## src/rtl/phf_pkg.sv

```systemverilog
package phf_pkg;

   localparam int TABLE_ENTRIES = 511;
   localparam int BUCKET_W      = 9;
   localparam int SLOTS         = 8;
   localparam int SLOT_W        = 3;
   localparam int ACC_W         = 32;
   localparam int CH_W          = 16;
   localparam int FOLD_W        = BUCKET_W + 2;
   localparam int QUEUE_DEPTH   = 4;
   localparam int QUEUE_PTR_W   = 2;

   typedef enum logic [1:0] {
      FUNC_CLEAR   = 2'd0,
      FUNC_DISABLE = 2'd1,
      FUNC_INSERT  = 2'd2,
      FUNC_LOOKUP  = 2'd3
   } func_type;

   typedef struct packed {
      logic [1:0]        func;
      logic [CH_W-1:0]   ch;
      logic              last;
      logic [SLOT_W-1:0] dir_slot;
   } req_type;

   typedef struct packed {
      logic [BUCKET_W-1:0] bucket;
      logic [SLOTS-1:0]    candidate_mask;
      logic                enabled;
   } rsp_type;

   typedef struct packed {
      func_type          kind;
      logic [ACC_W-1:0]  acc;
      logic [SLOT_W-1:0] slot;
   } cmd_type;

   typedef enum logic [2:0] {
      BK_CLEAR,
      BK_IDLE,
      BK_FOLD,
      BK_BUCKET,
      BK_READ
   } back_state_type;

endpackage

```

## src/rtl/phf_ram.sv

```systemverilog
module phf_ram #(
   parameter int WIDTH = 8,
   parameter int DEPTH = 511
) (
   input  logic                     clock,
   input  logic                     we,
   input  logic [$clog2(DEPTH)-1:0] waddr,
   input  logic [WIDTH-1:0]         wdata,
   input  logic                     re,
   input  logic [$clog2(DEPTH)-1:0] raddr,
   output logic [WIDTH-1:0]         rdata
);

   logic [WIDTH-1:0] mem_ff [DEPTH];
   logic [WIDTH-1:0] rdata_ff;

   always_ff @(posedge clock) begin
      if (we) begin
         mem_ff[waddr] <= wdata;
      end
      if (re) begin
         rdata_ff <= mem_ff[raddr];
      end
   end

   assign rdata = rdata_ff;

endmodule

```

## src/rtl/phf_front.sv

```systemverilog
module phf_front (
   input  logic            clock,
   input  logic            reset,
   input  logic            req_valid,
   output logic            req_ready,
   input  phf_pkg::req_type req_data,
   input  logic            table_ready,
   output logic            push_valid,
   input  logic            push_ready,
   output phf_pkg::cmd_type push_data
);
   import phf_pkg::*;

   logic [ACC_W-1:0] acc_ff;
   logic [ACC_W-1:0] acc_in;
   logic [ACC_W-1:0] acc_sum;
   logic             accept;
   logic             is_cmd;

   assign req_ready = push_ready && table_ready;
   assign accept    = req_valid && req_ready;
   assign is_cmd    = (req_data.func == FUNC_CLEAR) || (req_data.func == FUNC_DISABLE);
   assign acc_sum   = {acc_ff[ACC_W-2:0], 1'b0} + ACC_W'(req_data.ch);

   always_comb begin
      acc_in = acc_ff;
      if (accept) begin
         if (is_cmd || req_data.last) begin
            acc_in = '0;
         end else begin
            acc_in = acc_sum;
         end
      end
   end

   assign push_valid     = accept && (is_cmd || req_data.last);
   assign push_data.kind = func_type'(req_data.func);
   assign push_data.acc  = acc_sum;
   assign push_data.slot = req_data.dir_slot;

   always_ff @(posedge clock) begin
      if (reset) begin
         acc_ff <= '0;
      end else begin
         acc_ff <= acc_in;
      end
   end

endmodule

```

## src/rtl/phf_queue.sv

```systemverilog
module phf_queue (
   input  logic             clock,
   input  logic             reset,
   input  logic             push_valid,
   output logic             push_ready,
   input  phf_pkg::cmd_type push_data,
   output logic             pop_valid,
   input  logic             pop,
   output phf_pkg::cmd_type pop_data
);
   import phf_pkg::*;

   cmd_type                entry_ff [QUEUE_DEPTH];
   logic [QUEUE_PTR_W-1:0] wr_ptr_ff;
   logic [QUEUE_PTR_W-1:0] wr_ptr_in;
   logic [QUEUE_PTR_W-1:0] rd_ptr_ff;
   logic [QUEUE_PTR_W-1:0] rd_ptr_in;
   logic [QUEUE_PTR_W:0]   count_ff;
   logic [QUEUE_PTR_W:0]   count_in;
   logic                   do_push;
   logic                   do_pop;

   assign push_ready = (count_ff != (QUEUE_PTR_W+1)'(QUEUE_DEPTH));
   assign pop_valid  = (count_ff != '0);
   assign do_push    = push_valid && push_ready;
   assign do_pop     = pop && pop_valid;
   assign pop_data   = entry_ff[rd_ptr_ff];

   always_comb begin
      wr_ptr_in = do_push ? wr_ptr_ff + 1'b1 : wr_ptr_ff;
      rd_ptr_in = do_pop  ? rd_ptr_ff + 1'b1 : rd_ptr_ff;
      count_in  = count_ff;
      if (do_push && !do_pop) begin
         count_in = count_ff + 1'b1;
      end else if (do_pop && !do_push) begin
         count_in = count_ff - 1'b1;
      end
   end

   always_ff @(posedge clock) begin
      if (reset) begin
         wr_ptr_ff <= '0;
         rd_ptr_ff <= '0;
         count_ff  <= '0;
      end else begin
         wr_ptr_ff <= wr_ptr_in;
         rd_ptr_ff <= rd_ptr_in;
         count_ff  <= count_in;
      end
   end

   always_ff @(posedge clock) begin
      if (do_push) begin
         entry_ff[wr_ptr_ff] <= push_data;
      end
   end

endmodule

```

## src/rtl/phf_back.sv

```systemverilog
module phf_back (
   input  logic             clock,
   input  logic             reset,
   input  logic             cmd_valid,
   output logic             cmd_pop,
   input  phf_pkg::cmd_type cmd_data,
   output logic             table_ready,
   output logic             rsp_valid,
   input  logic             rsp_ready,
   output phf_pkg::rsp_type rsp_data
);
   import phf_pkg::*;

   back_state_type      state_ff;
   back_state_type      state_in;
   logic [BUCKET_W-1:0] clr_cnt_ff;
   logic [BUCKET_W-1:0] clr_cnt_in;
   logic                init_ff;
   logic                init_in;
   logic                enabled_ff;
   logic                enabled_in;
   func_type            kind_ff;
   func_type            kind_in;
   logic [SLOT_W-1:0]   slot_ff;
   logic [SLOT_W-1:0]   slot_in;
   logic [ACC_W-1:0]    mag_ff;
   logic [ACC_W-1:0]    mag_in;
   logic [FOLD_W-1:0]   fold_ff;
   logic [FOLD_W-1:0]   fold_in;
   logic [BUCKET_W-1:0] bucket_ff;
   logic [BUCKET_W-1:0] bucket_in;
   logic                rsp_valid_ff;
   logic                rsp_valid_in;
   rsp_type             rsp_data_ff;
   rsp_type             rsp_data_in;

   logic                clr_last;
   logic                rsp_free;
   logic                rsp_load;
   logic [BUCKET_W:0]   fold2;
   logic [BUCKET_W-1:0] bucket_calc;
   logic                ram_we;
   logic [BUCKET_W-1:0] ram_waddr;
   logic [SLOTS-1:0]    ram_wdata;
   logic                ram_re;
   logic [SLOTS-1:0]    ram_rdata;

   assign clr_last = (clr_cnt_ff == BUCKET_W'(TABLE_ENTRIES - 1));
   assign rsp_free = !rsp_valid_ff || rsp_ready;

   // Since 2^BUCKET_W is one above the table size, each BUCKET_W-bit digit
   // of the magnitude adds in with weight one.
   assign fold2 = (BUCKET_W+1)'(fold_ff[BUCKET_W-1:0])
                + (BUCKET_W+1)'(fold_ff[FOLD_W-1:BUCKET_W]);
   assign bucket_calc = (fold2 >= (BUCKET_W+1)'(TABLE_ENTRIES))
                      ? BUCKET_W'(fold2 - (BUCKET_W+1)'(TABLE_ENTRIES))
                      : BUCKET_W'(fold2);

   always_comb begin
      state_in = state_ff;
      case (state_ff)
         BK_CLEAR: begin
            if (clr_last) begin
               state_in = BK_IDLE;
            end
         end
         BK_IDLE: begin
            if (cmd_valid) begin
               case (cmd_data.kind)
                  FUNC_CLEAR:   state_in = BK_CLEAR;
                  FUNC_INSERT:  state_in = BK_FOLD;
                  FUNC_LOOKUP:  state_in = BK_FOLD;
                  default:      state_in = BK_IDLE;
               endcase
            end
         end
         BK_FOLD:   state_in = BK_BUCKET;
         BK_BUCKET: state_in = BK_READ;
         BK_READ: begin
            if (kind_ff == FUNC_INSERT || rsp_free) begin
               state_in = BK_IDLE;
            end
         end
         default:   state_in = BK_IDLE;
      endcase
   end

   always_comb begin
      cmd_pop   = 1'b0;
      ram_we    = 1'b0;
      ram_waddr = bucket_ff;
      ram_wdata = ram_rdata | (SLOTS'(1) << slot_ff);
      ram_re    = 1'b0;
      rsp_load  = 1'b0;
      case (state_ff)
         BK_CLEAR: begin
            ram_we    = 1'b1;
            ram_waddr = clr_cnt_ff;
            ram_wdata = '0;
         end
         BK_IDLE: begin
            cmd_pop = cmd_valid;
         end
         BK_BUCKET: begin
            ram_re = 1'b1;
         end
         BK_READ: begin
            ram_we   = (kind_ff == FUNC_INSERT);
            rsp_load = (kind_ff == FUNC_LOOKUP) && rsp_free;
         end
         default: begin
            cmd_pop = 1'b0;
         end
      endcase
   end

   always_comb begin
      clr_cnt_in = '0;
      if (state_ff == BK_CLEAR && !clr_last) begin
         clr_cnt_in = clr_cnt_ff + 1'b1;
      end
      init_in = init_ff && !(state_ff == BK_CLEAR && clr_last);

      enabled_in = enabled_ff;
      kind_in    = kind_ff;
      slot_in    = slot_ff;
      mag_in     = mag_ff;
      if (cmd_pop) begin
         kind_in = cmd_data.kind;
         slot_in = cmd_data.slot;
         mag_in  = cmd_data.acc[ACC_W-1] ? (~cmd_data.acc + 1'b1) : cmd_data.acc;
         if (cmd_data.kind == FUNC_CLEAR) begin
            enabled_in = 1'b1;
         end else if (cmd_data.kind == FUNC_DISABLE) begin
            enabled_in = 1'b0;
         end
      end

      fold_in = FOLD_W'(mag_ff[BUCKET_W-1:0])
              + FOLD_W'(mag_ff[2*BUCKET_W-1:BUCKET_W])
              + FOLD_W'(mag_ff[3*BUCKET_W-1:2*BUCKET_W])
              + FOLD_W'(mag_ff[ACC_W-1:3*BUCKET_W]);
      bucket_in = (state_ff == BK_BUCKET) ? bucket_calc : bucket_ff;

      rsp_valid_in = rsp_ready ? 1'b0 : rsp_valid_ff;
      rsp_data_in  = rsp_data_ff;
      if (rsp_load) begin
         rsp_valid_in               = 1'b1;
         rsp_data_in.bucket         = bucket_ff;
         rsp_data_in.candidate_mask = ram_rdata;
         rsp_data_in.enabled        = enabled_ff;
      end
   end

   always_ff @(posedge clock) begin
      if (reset) begin
         state_ff     <= BK_CLEAR;
         clr_cnt_ff   <= '0;
         init_ff      <= 1'b1;
         enabled_ff   <= 1'b0;
         rsp_valid_ff <= 1'b0;
      end else begin
         state_ff     <= state_in;
         clr_cnt_ff   <= clr_cnt_in;
         init_ff      <= init_in;
         enabled_ff   <= enabled_in;
         rsp_valid_ff <= rsp_valid_in;
      end
   end

   always_ff @(posedge clock) begin
      kind_ff     <= kind_in;
      slot_ff     <= slot_in;
      mag_ff      <= mag_in;
      fold_ff     <= fold_in;
      bucket_ff   <= bucket_in;
      rsp_data_ff <= rsp_data_in;
   end

   phf_ram #(
      .WIDTH (SLOTS),
      .DEPTH (TABLE_ENTRIES)
   ) u_table (
      .clock (clock),
      .we    (ram_we),
      .waddr (ram_waddr),
      .wdata (ram_wdata),
      .re    (ram_re),
      .raddr (bucket_calc),
      .rdata (ram_rdata)
   );

   assign table_ready = !init_ff;
   assign rsp_valid   = rsp_valid_ff;
   assign rsp_data    = rsp_data_ff;

endmodule

```

## src/rtl/path_name_hash_filter.sv

```systemverilog
// Channel   Direction  Handshake              Payload
// req_      in         req_valid / req_ready  req_data: func, ch, last, dir_slot
// rsp_      out        rsp_valid / rsp_ready  rsp_data: bucket, candidate_mask, enabled
//
// A character that does not end a name is only added into the front accumulator.
// A final insert or lookup passes the back steps pop, fold, reduce and read, then write or respond.
// A disable is handled at the pop, and a clear is popped and then sweeps all 511 table entries.
// After reset the same table sweep runs, and req_ready stays low until it ends.
// A four-item queue lets the front keep taking items while the back works or
// while a result waits on rsp_ready.
module path_name_hash_filter (
   input  logic             clock,
   input  logic             reset,
   input  logic             req_valid,
   output logic             req_ready,
   input  phf_pkg::req_type req_data,
   output logic             rsp_valid,
   input  logic             rsp_ready,
   output phf_pkg::rsp_type rsp_data
);
   import phf_pkg::*;

   logic    table_ready;
   logic    push_valid;
   logic    push_ready;
   cmd_type push_data;
   logic    cmd_valid;
   logic    cmd_pop;
   cmd_type cmd_data;

   phf_front u_front (
      .clock       (clock),
      .reset       (reset),
      .req_valid   (req_valid),
      .req_ready   (req_ready),
      .req_data    (req_data),
      .table_ready (table_ready),
      .push_valid  (push_valid),
      .push_ready  (push_ready),
      .push_data   (push_data)
   );

   phf_queue u_queue (
      .clock      (clock),
      .reset      (reset),
      .push_valid (push_valid),
      .push_ready (push_ready),
      .push_data  (push_data),
      .pop_valid  (cmd_valid),
      .pop        (cmd_pop),
      .pop_data   (cmd_data)
   );

   phf_back u_back (
      .clock       (clock),
      .reset       (reset),
      .cmd_valid   (cmd_valid),
      .cmd_pop     (cmd_pop),
      .cmd_data    (cmd_data),
      .table_ready (table_ready),
      .rsp_valid   (rsp_valid),
      .rsp_ready   (rsp_ready),
      .rsp_data    (rsp_data)
   );

endmodule

```

## config.mk

```make
export PLATFORM = sky130hd
export DESIGN_NAME = path_name_hash_filter
export DESIGN_NICKNAME = d
export VERILOG_FILES = /design/src/rtl/phf_pkg.sv /design/src/rtl/phf_ram.sv /design/src/rtl/phf_front.sv /design/src/rtl/phf_queue.sv /design/src/rtl/phf_back.sv /design/src/rtl/path_name_hash_filter.sv
export SDC_FILE = /design/constraint.sdc
export NUM_CORES = 2
export LEC_CHECK = 0
export BUFFER_PORTS_ARGS = -buffer_cell sky130_fd_sc_hd__buf_2
export CAP_MARGIN = 15
export CORE_AREA = 2 2 661 663
export CTS_CLUSTER_SIZE = 28
export DETAILED_ROUTE_END_ITERATION = 6
export DIE_AREA = 0 0 663 665
export REMOVE_ABC_BUFFERS = 1
export SYNTH_ARGS = -nofsm -noshare
export SYNTH_HDL_FRONTEND = slang
export SYNTH_HIERARCHICAL = 1
export SYNTH_MEMORY_MAX_BITS = 65536
export SYNTH_SLANG_ARGS = --single-unit
```

## constraint.sdc

```tcl
create_clock -name clock -period 20.6 [get_ports clock]
set_input_delay 4.12 -clock clock [delete_from_list [all_inputs] [get_ports clock]]
set_output_delay 4.12 -clock clock [all_outputs]
set_load 0.02 [all_outputs]
```

**After elaboration in Yosys (flattened, before gate mapping)**

Memories as Yosys holds them, arrays and structs flattened. A register that Yosys moved wholly into a read port is not among the register bits.
Cells that the tools add are included.

- $add $sub $neg: 12
- Order comparisons: 1
- Eq/ne operators: 15
- Shift operators: 1
- Mux-type cells: 26
- Bitwise gates (word level): 3
- Reduce and logical (&&, ||, !) cells: 32

Operator list:

| cell | count |
|---|---|
| 31-bit 2-to-1 mux | 2 |
| 32-bit by 1-bit adder with 32-bit output (second input constant) | 1 |
| 32-bit by 16-bit adder with 32-bit output | 1 |
| 32-bit inverter | 1 |
| 9-bit 2-to-1 mux | 2 |
| 3-bit 2-to-1 mux | 5 |
| 3-bit case mux with 5 select lines | 1 |
| 11-bit by 5-bit adder with 11-bit output | 1 |
| 11-bit by 9-bit adder with 11-bit output | 1 |
| 1-bit logical AND | 11 |
| 1-bit 2-to-1 mux | 11 |
| 9-bit by 2-bit adder with 10-bit output | 1 |
| 9-bit by 9-bit adder with 10-bit output | 1 |
| 10-bit by 9-bit greater-or-equal comparator with 1-bit output (second input constant) | 1 |
| 9-bit by 1-bit adder with 9-bit output (second input constant) | 1 |
| 9-bit == test (second input constant) | 1 |
| 9-bit subtractor (second input constant) | 1 |
| 2-bit == test (second input constant) | 4 |
| 8-bit 2-to-1 mux | 1 |
| 8-bit OR | 1 |
| 1-bit by 3-bit left shift with 8-bit output (first input constant) | 1 |
| 3-bit by 2-bit == test with 1-bit output (second input constant) | 2 |
| 1-bit logical NOT | 6 |
| 2-bit by 1-bit != test with 1-bit output (second input constant) | 3 |
| 19 further kinds | 29 |

- Flip-flop bits (word level): 128
- RAM bits: 4,236
- Input bits: 26
- Output and inout bits: 20
- Logic and storage cells: 110
- Memories: 2

Memories:

| memory | words | width | read ports | clocked after memory_dff | write ports | RTL line | source |
|---|---|---|---|---|---|---|---|
| u_back.u_table.mem_ff | 511 | 8 | 1 | 1 | 1 | phf_ram.sv:14 | `logic [WIDTH-1:0] mem_ff [DEPTH];` |
| u_queue.entry_ff | 4 | 37 | 1 | 1 | 1 | phf_queue.sv:13 | `cmd_type entry_ff [QUEUE_DEPTH];` |

**Depth between registers and ports, before layout**

- Word-level depth: 9
- Depth in mapped cells: 24
- Gate-level depth less buffers: 16

**By module**

Netlist, hierarchy kept.

By module, submodules not included:

| module | instances | cells an instance | area an instance (um^2) | sequential area each (um^2) |
|---|---|---|---|---|
| phf_ram | 1 | 7,687 | 159,858.3 | 122,998.0 |
| phf_queue | 1 | 241 | 5,860.6 | 4,624.4 |
| phf_back | 1 | 414 | 4,778.3 | 2,442.3 |
| phf_front | 1 | 295 | 2,516.2 | 620.6 |

**Least setup slack after synthesis**

No wires, ideal clock.

- Path kind: flip-flop to flip-flop
- Start point: reg u_back.state_ff[1]
- End point: mem u_back.u_table.mem_ff[0][0] (data pin)
- Arrival: 12.557 ns
- Required time: 18.017 ns
- Path slack: 5.459 ns
- Cell stages (with the launch flop): 4
- Cells stage by stage: dfxtp_1 > nor3_1 > clkbuf_1 > nor2_1

- Longest elaborated chain between the ends: 2

Ends and longest elaborated chain:

| item | RTL line | source |
|---|---|---|
| start, declared | phf_back.sv:14 | `back_state_type state_ff;` |
| start signal, assigned | phf_back.sv:163 | `state_ff <= state_in;` |
| 3-bit logical NOT | phf_back.sv:95 | `case (state_ff)` |
| 8-bit 2-to-1 mux | phf_back.sv:95 |  |
| via u_back.ram_wdata[0] | phf_back.sv:44 | `logic [SLOTS-1:0] ram_wdata;` |
| end, declared | phf_ram.sv:14 |  |

The timed path passes the listed nets, and every way through them passes these cells.

**Worst setup path after layout**

- Start point: reg u_back.fold_ff[0]
- End point: reg u_back.u_table.rdata_ff[1], in the netlist u_back/u_table/rdata[1] (read register of u_back.u_table.mem_ff) (data pin)

- Longest elaborated chain between the ends: 3
- Elaborated cells on any way between the ends: 4

Ends and longest elaborated chain:

| item | RTL line | source |
|---|---|---|
| start, declared | phf_back.sv:28 | `logic [FOLD_W-1:0] fold_ff;` |
| start signal, assigned | phf_back.sv:175 | `fold_ff <= fold_in;` |
| 9-bit by 2-bit adder with 10-bit output (*) | phf_back.sv:54 | `+ (BUCKET_W+1)'(fold_ff[FOLD_W-1:BUCKET_W]);` |
| 9-bit subtractor / 10-bit by 9-bit greater-or-equal comparator with 1-bit output (equally long branches) | phf_back.sv:56, phf_back.sv:55 |  |
| 9-bit 2-to-1 mux (*) | phf_back.sv:56 | `? BUCKET_W'(fold2 - (BUCKET_W+1)'(TABLE_ENTRIES))` |
| via u_back.bucket_calc[0] | phf_back.sv:41 | `logic [BUCKET_W-1:0] bucket_calc;` |
| end, declared | phf_ram.sv:15 | `logic [WIDTH-1:0] rdata_ff;` |

Mark *: on every way through the listed nets, which the timed path passes. The rest lies on a longest branch.
A chain may end at the register's enable or synchronous reset.

==> PnR_summary.wiki <==
{| class="wikitable"
! Metric !! Value
|-
| Slew @ Worst Pin || 1260 ps
|-
| Dominant cells by area after synthesis || edfxtp_1 (75%), mux4_2 (11%), mux2i_1 (3.1%), nor2_1 (1.4%), o221ai_1 (1.0%)
|-
| Number of antenna violations at the first check in global routing || 20
|-
| Root buf cell || clkbuf_16
|-
| Number of ports placed on the die boundary || 46
|-
| Via-per-instance ratio || 5.94
|-
| First drt pass iteration count || 7
|-
| # port buffers || 45
|-
| Routed length per placed instance || 31.3 microns
|-
| Overall track demand over capacity in global routing || 20.6%
|-
| Launch point of the worst hold path || u_back/bucket_ff[2]
|-
| Number of instances in the synthesized netlist || 8637
|-
| Total wire length after detailed routing || 465000 microns
|-
| Number of synthesized register bits || 4374
|-
| Mapped Avg Cell Area || 20.0 sq um
|-
| WP data required || 21290 ps
|-
| Slew Limit Fails || 0
|-
| Number of buffers inserted to repair setup after CTS || 0
|-
| Number of endpoints with negative hold slack in the final report || 0
|-
| Clock net sink count || 4374
|-
| Warnings, synthesis || 6
|-
| GPL Wtd Cong || 0.860
|-
| Leading cell types by count after synthesis || edfxtp_1 (4308), mux4_2 (848), nor2_1 (632)
|-
| TritonCTS Buffers || 444
|-
| Slew headroom || 15.9%
|-
| Area taken by multi-input logic gates || 39100 sq um
|-
| Grt ovf || 0
|-
| Largest vdd supply drop || 0.0714 mV
|-
| Drt initial violations || 11300
|-
| Number of rows in the core area || 242
|-
| Worst hold-check path type || flop to flop
|-
| Horiz. Die Dim || 663 microns
|-
| DRC violation count after routing || 1
|-
| Vias in the first global route || 88300
|-
| Pwr dens || 90.7 nW/um^2
|-
| Source of the worst register-to-register timing path || u_back/fold_ff[0]
|-
| Max frequency || 0.101 GHz
|-
| Status || finished with violations
|-
| Core ar. || 433000 sq um
|-
| Period utilisation layout || 47.9%
|-
| Max-cap viol count || 0
|-
| Library cell with the highest instance count after synthesis || edfxtp_1
|-
| Count of distinct cell types in the synthesized netlist || 103
|-
| Clock slew at the register clock pins of the worst setup and hold paths || 60 ps
|-
| Crit path launch || u_back/fold_ff[0]
|-
| Setup violations, final || 0
|-
| Synthesized area || 173000 sq um
|-
| Vert. Die Dim || 665 microns
|-
| Setup slack of the most critical reg-to-reg path || 10740 ps
|-
| Ratio of cells with drive above 1 in the final layout || 20.1%
|-
| Dominant synthesized flop cell || edfxtp_1
|-
| Skew-Pair Late Insertion Delay || 990 ps
|-
| P&R area growth vs syn || 11.6%
|-
| Number of enable-type register cells in the synthesized netlist || 4308
|-
| Total die area || 441000 sq um
|-
| Number of buffers inserted by hold repair at cts || 0
|-
| Kind of start point of the critical path || flop
|-
| Effective utilization at floorplan || 39.9%
|-
| Via total after detailed routing || 88500
|-
| Setup repair after global routing missed its margin || false
|-
| # H-tree levels || 5
|-
| Maximum number of pins on one net before global-route repair || 236
|-
| Post-DP HPWL || 276000 microns
|-
| Setup Crit Path Kind || flop to flop
|-
| Final Instance Count excl. Fillers || 14900
|-
| Power, Total || 17.5 mW
|-
| Failing checks || DRC
|-
| Sequential fraction of the synthesis area || 75.5%
|-
| Worst Setup End Kind || flop
|-
| Max FO, Critical Path || 51
|-
| Share of the synthesized area in the top cell type || 74.8%
|-
| Placed cells || 14100
|-
| Residual antenna-violating net count after detailed routing || 0
|-
| Layout filler cell count || 36200
|-
| Cell type with the highest aggregate area in the netlist || edfxtp_1
|-
| Wire length of the first global-routing pass || 659000 microns
|-
| Tmin final || 9860 ps
|-
| Arrival time of the worst setup path || 10550 ps
|-
| Sequential Area || 131000 sq um
|-
| Nets@finish || 8865
|-
| TritonCTS clock tree || done
|-
| Post-synth ARST share || 0%
|-
| Leakage || 62.6 nW
|-
| Clock skew || 34.3 ps
|-
| # resized after CTS || 0
|-
| Clock Path Buffers || 4
|}
[through the flow]
stage | utilization, % | hold slack (ps) | area (sq um) | worst slack [ps] | TNS [ps]
after floorplan | - | 409 | 170000 | -91900 | -794120
final | 44.6 | 460 | 193000 | 10740 | 0
after global placement | 41.3 | 448 | 179000 | 10680 | 0
after detailed placement | 41.3 | 447 | 179000 | 10680 | 0
after global routing | 44.6 | 469 | 193000 | 10090 | 0
after CTS | 44.6 | 461 | 193000 | 10650 | 0
[registers in the layout, summed over array words and instances (netlist names), named ones only]
name,flops
u_back/fold_ff,11
u_queue/entry_ff,148
u_back/slot_ff,3
u_back/enabled_ff,1
u_queue/rd_ptr_ff,2
u_back/u_table/rdata,8
u_back/bucket_ff,9
u_back/mag_ff,32
u_back/clr_cnt_ff,9
u_queue/count_ff,3
u_back/rsp_valid,1
u_queue/wr_ptr_ff,2
u_back/u_table/mem_ff,4088
u_back/state_ff,3
u_back/rsp_data,18
u_back/init_ff,1
u_back/kind_ff,2
u_front/acc_ff,31
[metal layers]
metal / vias up / track usage, % / routed length, microns
li1: 36000 / - / -
met1: 47300 / 28.3 / 186000
met2: 4261 / 33.2 / 223000
met3: 808 / 3.63 / 39300
met4: 18 / 6.95 / 17300
met5: - / 0 / 123
[kinds of logic (layout without fill, tap and decap cells)]
logic type | after synthesis | after routing | share of synthesized area (%)
buffers and inverters | 587 | 1099 | 2.08
adder cells (fa/ha/maj) | 57 | 57 | 0.486
multiplexers | 1444 | 1444 | 14.7
other | 0 | 7 | 0
AND/OR/NAND/NOR | 1169 | 1169 | 2.95
AO/OA/AOI/OAI | 929 | 929 | 3.81
flip-flops | 4374 | 4374 | 75.5
XOR/XNOR | 77 | 77 | 0.398
[area by class of cell]
class	instances	area share [%]
flip-flops and latches	4374	67.7
multi-input cells	3676	20.3
clock buffers	535	6.05
well taps	5734	3.71
clock inverters	278	1.21
repair buffers	228	0.985
inverters	58	0.121
diodes	7	0.00907
[where the power goes]
part	internal (mW)	switching, mW	total (mW)
registers	9.63	0.00199	9.63
logic	0.0107	0.0559	0.0666
clock network	4.46	3.36	7.82
[cell usage in the layout (no fill, tap or decap), drive strengths merged, types with 48 or more instances in the layout]
cell type  netlist  routed
edfxtp        4308    4308
xnor2           48      48
clkinv           1     220
nor3            77      77
clkbuf         246     535
o22ai          129     129
buf            283     228
inv             57      69
o221ai         200     200
dfxtp           66      66
a21oi          202     202
nand2          221     221
nand3           60      60
nor2           632     632
mux4           872     872
mux2i          536     536
o21ai          100     100
[final timing paths]
check / end / cells after the start
setup reg to reg: u_back/u_table/rdata[1] / 20
setup / recovery: u_back/u_table/rdata[1] / 20
hold reg to reg: u_back/rsp_data[11] / 0
hold / removal: u_back/rsp_data[11] / 0
[worst max-delay path, cell delays in order (launching register included)]
cell	delay, ps
dfxtp_1	310
ha_1	250
fa_1	480
a211oi_1	320
o311a_1	220
a21oi_1	80
nor4_2	730
or2_1	340
xor2_4	170
buf_4	690
buf_4	780
buf_4	880
buf_4	910
buf_4	610
mux4_2	570
a21oi_1	410
o32ai_1	130
a211oi_1	250
o21ai_0	140
nor3_1	950
a211oi_1	180
(Power assumes the default switching activity.)
